`src/rtl/mbru_pkg.sv`:
```
// Shared constants and types for the MSB-first bit reader with byte unstuffing.
package mbru_pkg;

    // Default buffer depth in bytes
    localparam int BUFFER_BYTES_DEF = 64;

    // Byte banks; a read window spans five consecutive bytes drawn from these banks
    localparam int BANKS = 8;

    // Widest read in bits
    localparam logic [5:0] MAX_BITS = 6'd32;

    // Marker byte that arms unstuffing
    localparam logic [7:0] MARKER_BYTE = 8'hFF;

    // Word function codes
    localparam logic FUNC_PUSH = 1'b0;
    localparam logic FUNC_READ = 1'b1;

    // Result status codes
    typedef enum logic [1:0] {
        ST_OK        = 2'd0,
        ST_UNDERFLOW = 2'd1,
        ST_FULL      = 2'd2
    } status_t;

    // Window of bank outputs handed to the extractor
    typedef logic [BANKS-1:0][7:0] window_t;

endpackage

```
`src/rtl/mbru_bank.sv`:
```
// One byte bank of the buffer: single write port, registered write-first read port.
module mbru_bank #(
    parameter int ROW_W = 3
) (
    input  logic             aclk,
    input  logic             wr_en,
    input  logic [ROW_W-1:0] wr_addr,
    input  logic [7:0]       wr_data,
    input  logic [ROW_W-1:0] rd_addr,
    output logic [7:0]       rd_data
);

    localparam int ROWS = 1 << ROW_W;

    logic [7:0] mem [ROWS];
    logic [7:0] rd_data_reg;

    // Write, and read with forwarding of a same-cycle write
    always_ff @(posedge aclk) begin
        if (wr_en) begin
            mem[wr_addr] <= wr_data;
        end
        if (wr_en && (wr_addr == rd_addr)) begin
            rd_data_reg <= wr_data;
        end else begin
            rd_data_reg <= mem[rd_addr];
        end
    end

    assign rd_data = rd_data_reg;

endmodule

```
`src/rtl/mbru_extract.sv`:
```
// Bit extractor: picks up to 32 bits, first bit most significant, from the byte window.
module mbru_extract (
    input  mbru_pkg::window_t bank_q,
    input  logic [2:0]        rd_lo,
    input  logic [2:0]        bit_pos,
    input  logic [5:0]        count,
    output logic [31:0]       value
);

    logic [39:0] win;
    logic [39:0] shifted;
    logic [31:0] top;

    // Rotate bank outputs so byte 0 is the one holding the next unread bit
    always_comb begin
        win = '0;
        for (int j = 0; j < 5; j++) begin
            win[39 - 8*j -: 8] = bank_q[3'(rd_lo + 3'(j))];
        end
    end

    // Drop consumed bits, then right-align the requested count
    assign shifted = win << bit_pos;
    assign top     = shifted[39:8];
    assign value   = (count == 6'd0) ? 32'd0 : (top >> (6'd32 - count));

endmodule

```
`src/rtl/msb_first_bit_reader_unstuff.sv`:
```
// Results pass from the input word register to the result word register. Throughput:
// one word per cycle, push or read, while results are taken; the eight byte banks are
// re-read every cycle at the next read position, so the 40-bit window is always ready.
// Reset (aresetn low, synchronous): pointers, counts, flags and handshakes clear;
// buffer contents stay undefined and need no clearing pass.
module msb_first_bit_reader_unstuff #(
    parameter int BUFFER_BYTES = mbru_pkg::BUFFER_BYTES_DEF
) (
    input  logic        aclk,
    input  logic        aresetn,
    // Configuration
    input  logic        cfg_wr_en,
    input  logic        cfg_wr_data,
    // Input words
    input  logic        s_valid,
    output logic        s_ready,
    input  logic        s_func,
    input  logic [7:0]  s_data_byte,
    input  logic [5:0]  s_bit_count,
    input  logic        s_peek,
    // Result words
    output logic        m_valid,
    input  logic        m_ready,
    output logic [31:0] m_bits_value,
    output logic [1:0]  m_status,
    output logic [9:0]  m_available_bits,
    output logic [2:0]  m_bit_offset
);

    localparam int ROW_W = ($clog2((BUFFER_BYTES + 7) / 8) < 1) ? 1
                           : $clog2((BUFFER_BYTES + 7) / 8);
    localparam int PW    = ROW_W + 3;
    localparam int HW    = $clog2(BUFFER_BYTES + 1);
    localparam int AW    = HW + 3;

    // State
    logic           unstuff_reg;
    logic           in_valid_reg;
    logic           in_func_reg;
    logic [7:0]     in_data_reg;
    logic [5:0]     in_count_reg;
    logic           in_peek_reg;
    logic [PW-1:0]  rd_pos_reg, rd_pos_next;
    logic [PW-1:0]  wr_pos_reg, wr_pos_next;
    logic [HW-1:0]  held_reg, held_next;
    logic [2:0]     bit_pos_reg, bit_pos_next;
    logic           last_ff_reg, last_ff_next;
    logic           m_valid_reg;
    logic [31:0]    m_value_reg;
    mbru_pkg::status_t m_status_reg;
    logic [9:0]     m_avail_reg;
    logic [2:0]     m_offset_reg;

    // Datapath
    logic              fire;
    logic              push_wr;
    logic [5:0]        count_sat;
    logic [AW-1:0]     avail_now;
    logic [AW-1:0]     avail_next;
    logic [5:0]        total;
    logic [2:0]        advance;
    logic [31:0]       extract_value;
    logic [31:0]       value_next;
    mbru_pkg::status_t status_next;
    mbru_pkg::window_t bank_q;
    logic [PW-1:0]     rd_addr_base;

    assign fire    = in_valid_reg && (!m_valid_reg || m_ready);
    assign s_ready = !in_valid_reg || fire;

    // Bits still unread before this word
    assign avail_now = {held_reg, 3'b000} - AW'(bit_pos_reg);
    assign count_sat = (in_count_reg > mbru_pkg::MAX_BITS) ? mbru_pkg::MAX_BITS
                       : in_count_reg;
    assign total     = 6'(bit_pos_reg) + count_sat;
    assign advance   = total[5:3];

    mbru_extract u_extract (
        .bank_q  (bank_q),
        .rd_lo   (rd_pos_reg[2:0]),
        .bit_pos (bit_pos_reg),
        .count   (count_sat),
        .value   (extract_value)
    );

    // Push or read decision and next state
    always_comb begin
        rd_pos_next  = rd_pos_reg;
        wr_pos_next  = wr_pos_reg;
        held_next    = held_reg;
        bit_pos_next = bit_pos_reg;
        last_ff_next = last_ff_reg;
        push_wr      = 1'b0;
        value_next   = 32'd0;
        status_next  = mbru_pkg::ST_OK;
        if (fire) begin
            if (in_func_reg == mbru_pkg::FUNC_PUSH) begin
                if (unstuff_reg && last_ff_reg && (in_data_reg == 8'd0)) begin
                    // stuffed zero after a marker byte is dropped
                    last_ff_next = 1'b0;
                end else if (held_reg >= HW'(BUFFER_BYTES)) begin
                    status_next = mbru_pkg::ST_FULL;
                end else begin
                    push_wr      = 1'b1;
                    wr_pos_next  = wr_pos_reg + PW'(1);
                    held_next    = held_reg + HW'(1);
                    last_ff_next = (in_data_reg == mbru_pkg::MARKER_BYTE);
                end
            end else begin
                if (AW'(count_sat) > avail_now) begin
                    status_next = mbru_pkg::ST_UNDERFLOW;
                end else begin
                    value_next = extract_value;
                    if (!in_peek_reg) begin
                        rd_pos_next  = rd_pos_reg + PW'(advance);
                        held_next    = held_reg - HW'(advance);
                        bit_pos_next = total[2:0];
                    end
                end
            end
        end
    end

    assign avail_next   = {held_next, 3'b000} - AW'(bit_pos_next);
    assign rd_addr_base = aresetn ? rd_pos_next : '0;

    // Byte banks; each is read every cycle at the row holding its next window byte
    for (genvar k = 0; k < mbru_pkg::BANKS; k++) begin : g_bank
        localparam logic [2:0] K = 3'(k);
        logic             bank_we;
        logic [ROW_W-1:0] bank_rd_addr;

        assign bank_we      = push_wr && (wr_pos_reg[2:0] == K);
        assign bank_rd_addr = rd_addr_base[PW-1:3]
                              + ROW_W'((K < rd_addr_base[2:0]) ? 1 : 0);

        mbru_bank #(
            .ROW_W (ROW_W)
        ) u_bank (
            .aclk    (aclk),
            .wr_en   (bank_we),
            .wr_addr (wr_pos_reg[PW-1:3]),
            .wr_data (in_data_reg),
            .rd_addr (bank_rd_addr),
            .rd_data (bank_q[k])
        );
    end

    // Control state
    always_ff @(posedge aclk) begin
        if (!aresetn) begin
            unstuff_reg  <= 1'b0;
            in_valid_reg <= 1'b0;
            rd_pos_reg   <= '0;
            wr_pos_reg   <= '0;
            held_reg     <= '0;
            bit_pos_reg  <= '0;
            last_ff_reg  <= 1'b0;
            m_valid_reg  <= 1'b0;
        end else begin
            if (cfg_wr_en) begin
                unstuff_reg <= cfg_wr_data;
            end
            if (s_valid && s_ready) begin
                in_valid_reg <= 1'b1;
            end else if (fire) begin
                in_valid_reg <= 1'b0;
            end
            rd_pos_reg  <= rd_pos_next;
            wr_pos_reg  <= wr_pos_next;
            held_reg    <= held_next;
            bit_pos_reg <= bit_pos_next;
            last_ff_reg <= last_ff_next;
            if (fire) begin
                m_valid_reg <= 1'b1;
            end else if (m_ready) begin
                m_valid_reg <= 1'b0;
            end
        end
    end

    // Input word register
    always_ff @(posedge aclk) begin
        if (s_valid && s_ready) begin
            in_func_reg  <= s_func;
            in_data_reg  <= s_data_byte;
            in_count_reg <= s_bit_count;
            in_peek_reg  <= s_peek;
        end
    end

    // Result word register
    always_ff @(posedge aclk) begin
        if (fire) begin
            m_value_reg  <= value_next;
            m_status_reg <= status_next;
            m_avail_reg  <= 10'(avail_next);
            m_offset_reg <= bit_pos_next;
        end
    end

    assign m_valid          = m_valid_reg;
    assign m_bits_value     = m_value_reg;
    assign m_status         = m_status_reg;
    assign m_available_bits = m_avail_reg;
    assign m_bit_offset     = m_offset_reg;

endmodule
```
`config.mk`:
```
export PLATFORM = sky130hd
export DESIGN_NAME = msb_first_bit_reader_unstuff
export DESIGN_NICKNAME = d
export VERILOG_FILES = /design/src/rtl/mbru_pkg.sv /design/src/rtl/mbru_bank.sv /design/src/rtl/mbru_extract.sv /design/src/rtl/msb_first_bit_reader_unstuff.sv
export SDC_FILE = /design/constraint.sdc
export NUM_CORES = 1
export LEC_CHECK = 0
export ABC_CLOCK_PERIOD_IN_PS = 6100
export BUFFER_PORTS_ARGS = -buffer_cell sky130_fd_sc_hd__buf_2
export CORE_MARGIN = 2
export CORE_UTILIZATION = 30
export DETAILED_ROUTE_END_ITERATION = 16
export REMOVE_ABC_BUFFERS = 1
export SYNTH_ARGS = -nofsm -noshare
export SYNTH_HDL_FRONTEND = slang
export SYNTH_HIERARCHICAL = 1
export SYNTH_SLANG_ARGS = --single-unit
```
`constraint.sdc`:
```
create_clock -name aclk -period 6.1 [get_ports aclk]
set_input_delay 0.305 -clock aclk [delete_from_list [all_inputs] [get_ports aclk]]
set_output_delay 0.305 -clock aclk [all_outputs]
set_load 0.02 [all_outputs]
```
; ---- Word-level counts from Yosys, hierarchy flattened
; Memories as Yosys holds them, arrays and structs flattened. A register that Yosys moved wholly into a read port is not among the register bits.
; Cells that the tools add are included.
; Widths: inputs -> output; s select.
[totals]
inputBits = 22
output_inout_bits = 49
ramBits = 512
n_memories = 8
register_bits = 89
latch_bits = 0
mem_bits_ro = 0
[mem_list]
columns = memory, depth, width, read_ports, rd_clocked_by_memory_dff, wr, line_no
row1 = g_bank[0].u_bank.mem, 8, 8, 1, 1, 1, mbru_bank.sv:15  ; logic [7:0] mem [ROWS];
row2 = g_bank[1].u_bank.mem, 8, 8, 1, 1, 1, mbru_bank.sv:15
row3 = g_bank[2].u_bank.mem, 8, 8, 1, 1, 1, mbru_bank.sv:15
row4 = g_bank[3].u_bank.mem, 8, 8, 1, 1, 1, mbru_bank.sv:15
row5 = g_bank[4].u_bank.mem, 8, 8, 1, 1, 1, mbru_bank.sv:15
row6 = g_bank[5].u_bank.mem, 8, 8, 1, 1, 1, mbru_bank.sv:15
row7 = 2 more memories, -, -, -, -, -, -
[classes]
mux = 64
add_sub_neg = 20
n_div = 0
n_mul = 0
n_lt_le_gt_ge = 16
eq_ne = 9
shift = 2
n_bitwise = 3
reduce_logical = 24
[ops]
columns = cell, count
row1 = $bmux 8 s3, 5
row2 = $mux 7, 6
row3 = $mux 8, 5
row4 = $shl 40x3->40, 1
row5 = $mux 6, 6
row6 = $mux 1, 35
row7 = $shr 32x6->32, 1
row8 = $add 3x1->3, 8
row9 = $lt 3x4->1 const B, 5
row10 = $sub 10x3->10, 2
row11 = $eq 3x3->1 const B, 4
row12 = $logic_and 1x1->1, 12
row13 = $lt 3x3->1 const A, 4
row14 = $mux 3, 4
row15 = $gt 6x10->1, 1
row16 = $eq 8x8->1 const B, 1
row17 = $logic_not 8->1, 1
row18 = $add 7x1->7 const B, 1
row19 = $ge 7x7->1 const B, 1
row20 = $sub 7x3->7, 1
row21 = $add 3x2->3 const B, 2
row22 = $add 3x6->6, 1
row23 = $add 6x1->6 const B, 1
row24 = $add 6x3->6, 1
row25 = 19 further kinds, 29

; ---- Depth between registers and ports, before layout
[logic_depth]
depth_word = 12
mapped_depth = 19
depth_no_buf = 18

; ---- Modules after synthesis
; The synthesis kept the hierarchy.
[modules_own_cells]
columns = module, area_each_um2, cells_each, seq_area_each_um2, n_inst
row1 = mbru_bank, 2591.2, 109, 1981.9, 8
row2 = mbru_extract, 7205.7, 923, 0.0, 1
row3 = msb_first_bit_reader_unstuff, 4839.6, 432, 2382.3, 1

; ---- Least setup slack after synthesis
; OpenSTA, ideal clock, no wires.
[synth_path]
path_kind = register to register
start = register in_count_reg[5]
end = register m_value_reg[1], in the netlist m_bits_value[1] (data pin)
t_arrival_ps = 4322
setup_time_ps = 255
setup_slack_ps = 1523
path_stages_with_launch = 20
required_time_ps = 5845
n_path_buf = 5
cell_sequence = edfxtp_1 nand2b_1 inv_1 clkbuf_1 inv_1 clkbuf_1 clkbuf_1 clkbuf_1 buf_2 ha_1 nor3b_1 nor3b_1 a31oi_1 nor2_1 nand2_1 nor2_1 a32oi_1 o2111ai_1 a211o_1 and2_1
[synth_between]
elab_chain_len = 4
elab_cells_between_ends = 7
classes_between = add/sub (1) / order compare (2) / shift (1) / mux (1) / reduce/logical (2)
[synth_rtl]
columns = item, line_no
row1 = "start, declared", msb_first_bit_reader_unstuff.sv:41  ; logic [5:0] in_count_reg;
row2 = "start signal, assigned", msb_first_bit_reader_unstuff.sv:187  ; in_count_reg <= s_bit_count;
row3 = $gt 6x6->1 *, msb_first_bit_reader_unstuff.sv:73  ; assign count_sat = (in_count_reg > mbru_pkg::MAX_BITS) ? mbru_pkg::MAX_BITS
row4 = $mux 6 *, msb_first_bit_reader_unstuff.sv:73
row5 = net count_sat[0], msb_first_bit_reader_unstuff.sv:57  ; logic [5:0] count_sat;
row6 = "$sub 6x6->6, or another cell as far along", mbru_extract.sv:25  ; assign value = (count == 6'd0) ? 32'd0 : (top >> (6'd32 - count));
row7 = $shr 32x6->32 or $reduce_or 3->1 (tied branches), -
row8 = "end signal, assigned", msb_first_bit_reader_unstuff.sv:195  ; m_value_reg <= value_next;
row9 = "end, declared", msb_first_bit_reader_unstuff.sv:49  ; logic [31:0] m_value_reg;
; Mark *: on every way through the listed nets, which the timed path passes. The rest lies on a longest branch.
; A chain may end at the register's enable or synchronous reset.

==> impl_metrics.yaml <==
yosys:
  ys_warn_count: 6
  yosysTopAreaCell: "edfxtp_1"
  seq_area_frac_synth_pct: 55.6
  synth_cell_types: 106
  ys.flop_type: "edfxtp_1"
  async_flop_share_pct: 0
  synth_area_leaders: "edfxtp_1 (53%), mux4_1 (10%), mux4_2 (4.7%), mux2_2 (4.0%), dfxtp_1 (3.1%)"
  avgSynthCellArea_um2: 14.7
  synth_top_cell_area_share_pct: 52.6
  synth_seq_cells: 624
  netlist_area_um2: 32800
  synth-edff-count: 574
  synthCells: 2227
timing:
  finalHoldViolations: 0
  relSlewSlack_pct: 20.6
  finalSetupViolCount: 0
  min_period_over_period_pct: 87.7
  rsz0062_at_grt: "false"
  fmax_mhz: 187
  slew_violations: 0
  tns_ns: 0
  hold_slack_ns: 0.0909
  min_period_ns: 5.35
  tightest_slew_ns: 1.18
  skew_ns: 0.0257
global_routing:
  antenna_found_initial: 0
  grt_usage_pct: 15.5
  grt_pass1_vias: 20100
  grt_pass1_wl_um: 132000
  grt_max_degree: 67
  grt_overflow_total: 0
cts:
  clock_path_buffers: 3
  cts_buffers: 67
  cts-resized-gates: 0
  clockRootBuffer: "clkbuf_16"
  cts_setup_buffers: 0
  clk_pin_slew_ns: 0.06
  clock-sinks: 624
  cts_tree: "done"
  h-tree-depth: 3
  insertion_delay_ns: 0.62
  hold_buffers: 20
place:
  placed_cell_area_um2: 34500
  portBuffers: 70
  detailed_place_hpwl_um: 61300
  place_congestion: 0.952
critical_path:
  cp.required_ns: 6.48
  path_max_fanout: 15
  cp-end-kind: "flop"
  criticalPathCategory: "flop to flop"
  crit_path_start_kind: "flop"
  reg2reg_slack_ns: 0.75
  critPathArrivalTime_ns: 5.73
pwr:
  ir_drop_v: 0.000195
  totalPowerFinal_uw: 9810
  power.density_nw_per_um2: 266
  leakage_uw: 0.0120
drt:
  drtIter0Drc: 2353
  finalWirelength_um: 88800
  wl_per_cell_um: 23.5
  viasPerCell: 5.46
  vias: 20600
  antenna_left: 0
  firstDrtPassIters: 5
  drc: 0
floorplan:
  die_w_um: 335
  dieArea_um2: 112000
  num_rows: 121
  core_area_um2: 109000
  die_h_um: 335
  io_pins: 71
  start_util_pct: 30.2
run_status:
  status: "complete, no violations"
min_path:
  hp-class: "input port to flop"
layout:
  top_register: "g_bank.u_bank/mem"
  largest_reg_flops: 512
  finalInstanceArea_um2: 36800
  post-route-util_pct: 33.9
  syn_to_final_growth_pct: 12.4
  nets: 2381
  drive_gt1_share_pct: 19.5
job:
  cap_violations: 0
report_power, final:
part / leakage, uW / internal, uW / total (uW) / switching [uW]
Clock: 0.00103 / 2320 / 3960 / 1650
Sequential: 0.00561 / 4720 / 4760 / 38.7
Combinational: 0.00536 / 382 / 1090 / 706
Total: 0.0120 / 7420 / 9810 / 2390
per-layer routing:
layer	wire, um	up-vias	global-route usage [%]
met3	5560	155	2.75
met4	3040	0	5.79
met5	0	-	0
li1	-	9213	-
met1	39200	10500	21.3
met2	41000	758	24.5
kinds of logic after synthesis:
family / Yosys count / share of synthesized area, %
simple gates: 601 / 9.04
compound gates: 344 / 7.70
fa+ha+maj: 46 / 1.78
buf+inv: 173 / 3.16
xor+xnor: 41 / 1.21
mux: 398 / 21.5
flops: 624 / 55.6
final timing paths:
check                                                endpoint                      from  cells after the start
worst max-delay path            m_bits_value[5]$_SDFFCE_PP0P_                      flop                     12
worst min-delay path                   held_reg[5]$_SDFF_PN0_                   aresetn                      2
worst max register to register  m_bits_value[5]$_SDFFCE_PP0P_                      flop                     12
worst min register to register       last_ff_reg$_SDFFE_PN0P_  last_ff_reg$_SDFFE_PN0P_                      2
cells in the final DEF, fill, tap and decap left out, types with 10 or more instances in the layout:
cell type	count
edfxtp_1	574
nor2_1	198
nand2_1	125
mux4_1	125
mux2_2	115
mux2i_1	88
buf_2	70
mux4_2	69
clkbuf_16	67
buf_4	64
nor3_1	61
and2_1	56
o21ai_0	46
o22ai_1	46
a21oi_1	42
dfxtp_1	42
ha_1	41
nand2b_1	38
inv_1	35
nand3_1	27
a211oi_1	25
a22oi_1	23
xnor2_1	22
clkbuf_1	20
dlygate4sd3_1	20
nand4_1	16
xor2_1	15
nor2b_1	12
a31oi_1	12
o211ai_1	11
and3_1	11
o31ai_1	11
o221ai_1	11
a32oi_1	11
clkinv_1	10
a221o_1	10
o32ai_1	10
worst max-delay path: stages (launching register included):
cell,delay [ns]
dfxtp_1,0.87
mux4_1,0.65
mux2_2,0.35
mux2i_1,0.40
mux2i_1,0.22
a222oi_1,0.73
nand2_1,0.33
a221oi_2,0.34
a22oi_1,0.17
mux2i_1,0.27
o32ai_1,0.10
or4_1,0.53
and2_1,0.15
synth_stat cells, types with 41 or more instances:
library cell,n
and2_1,56
ha_1,41
nand2_1,125
mux2_2,115
nor3_1,61
dfxtp_1,50
clkbuf_1,56
o22ai_1,46
edfxtp_1,574
nor2_1,198
mux2i_1,88
mux4_1,125
o21ai_0,46
mux4_2,69
a21oi_1,43
layout make-up:
class | instances | area, um^2
fill | 10400 | 71700
sequential | 624 | 18200
multi-input combinational | 1430 | 13500
clock buffer | 89 | 1780
tap | 1414 | 1770
timing repair buffer | 154 | 1030
clock inverter | 29 | 337
inverter | 39 | 146
antenna | 1 | 2.50
metrics by stage:
step                std cells  setup slack, ns
finish                   3780            0.748
global route             3779            0.471
CTS                      3779            0.818
detailed placement       3641            0.832
floorplan                2093            0.177
global placement         3641            0.945
Power figures use the tool's default switching activity.
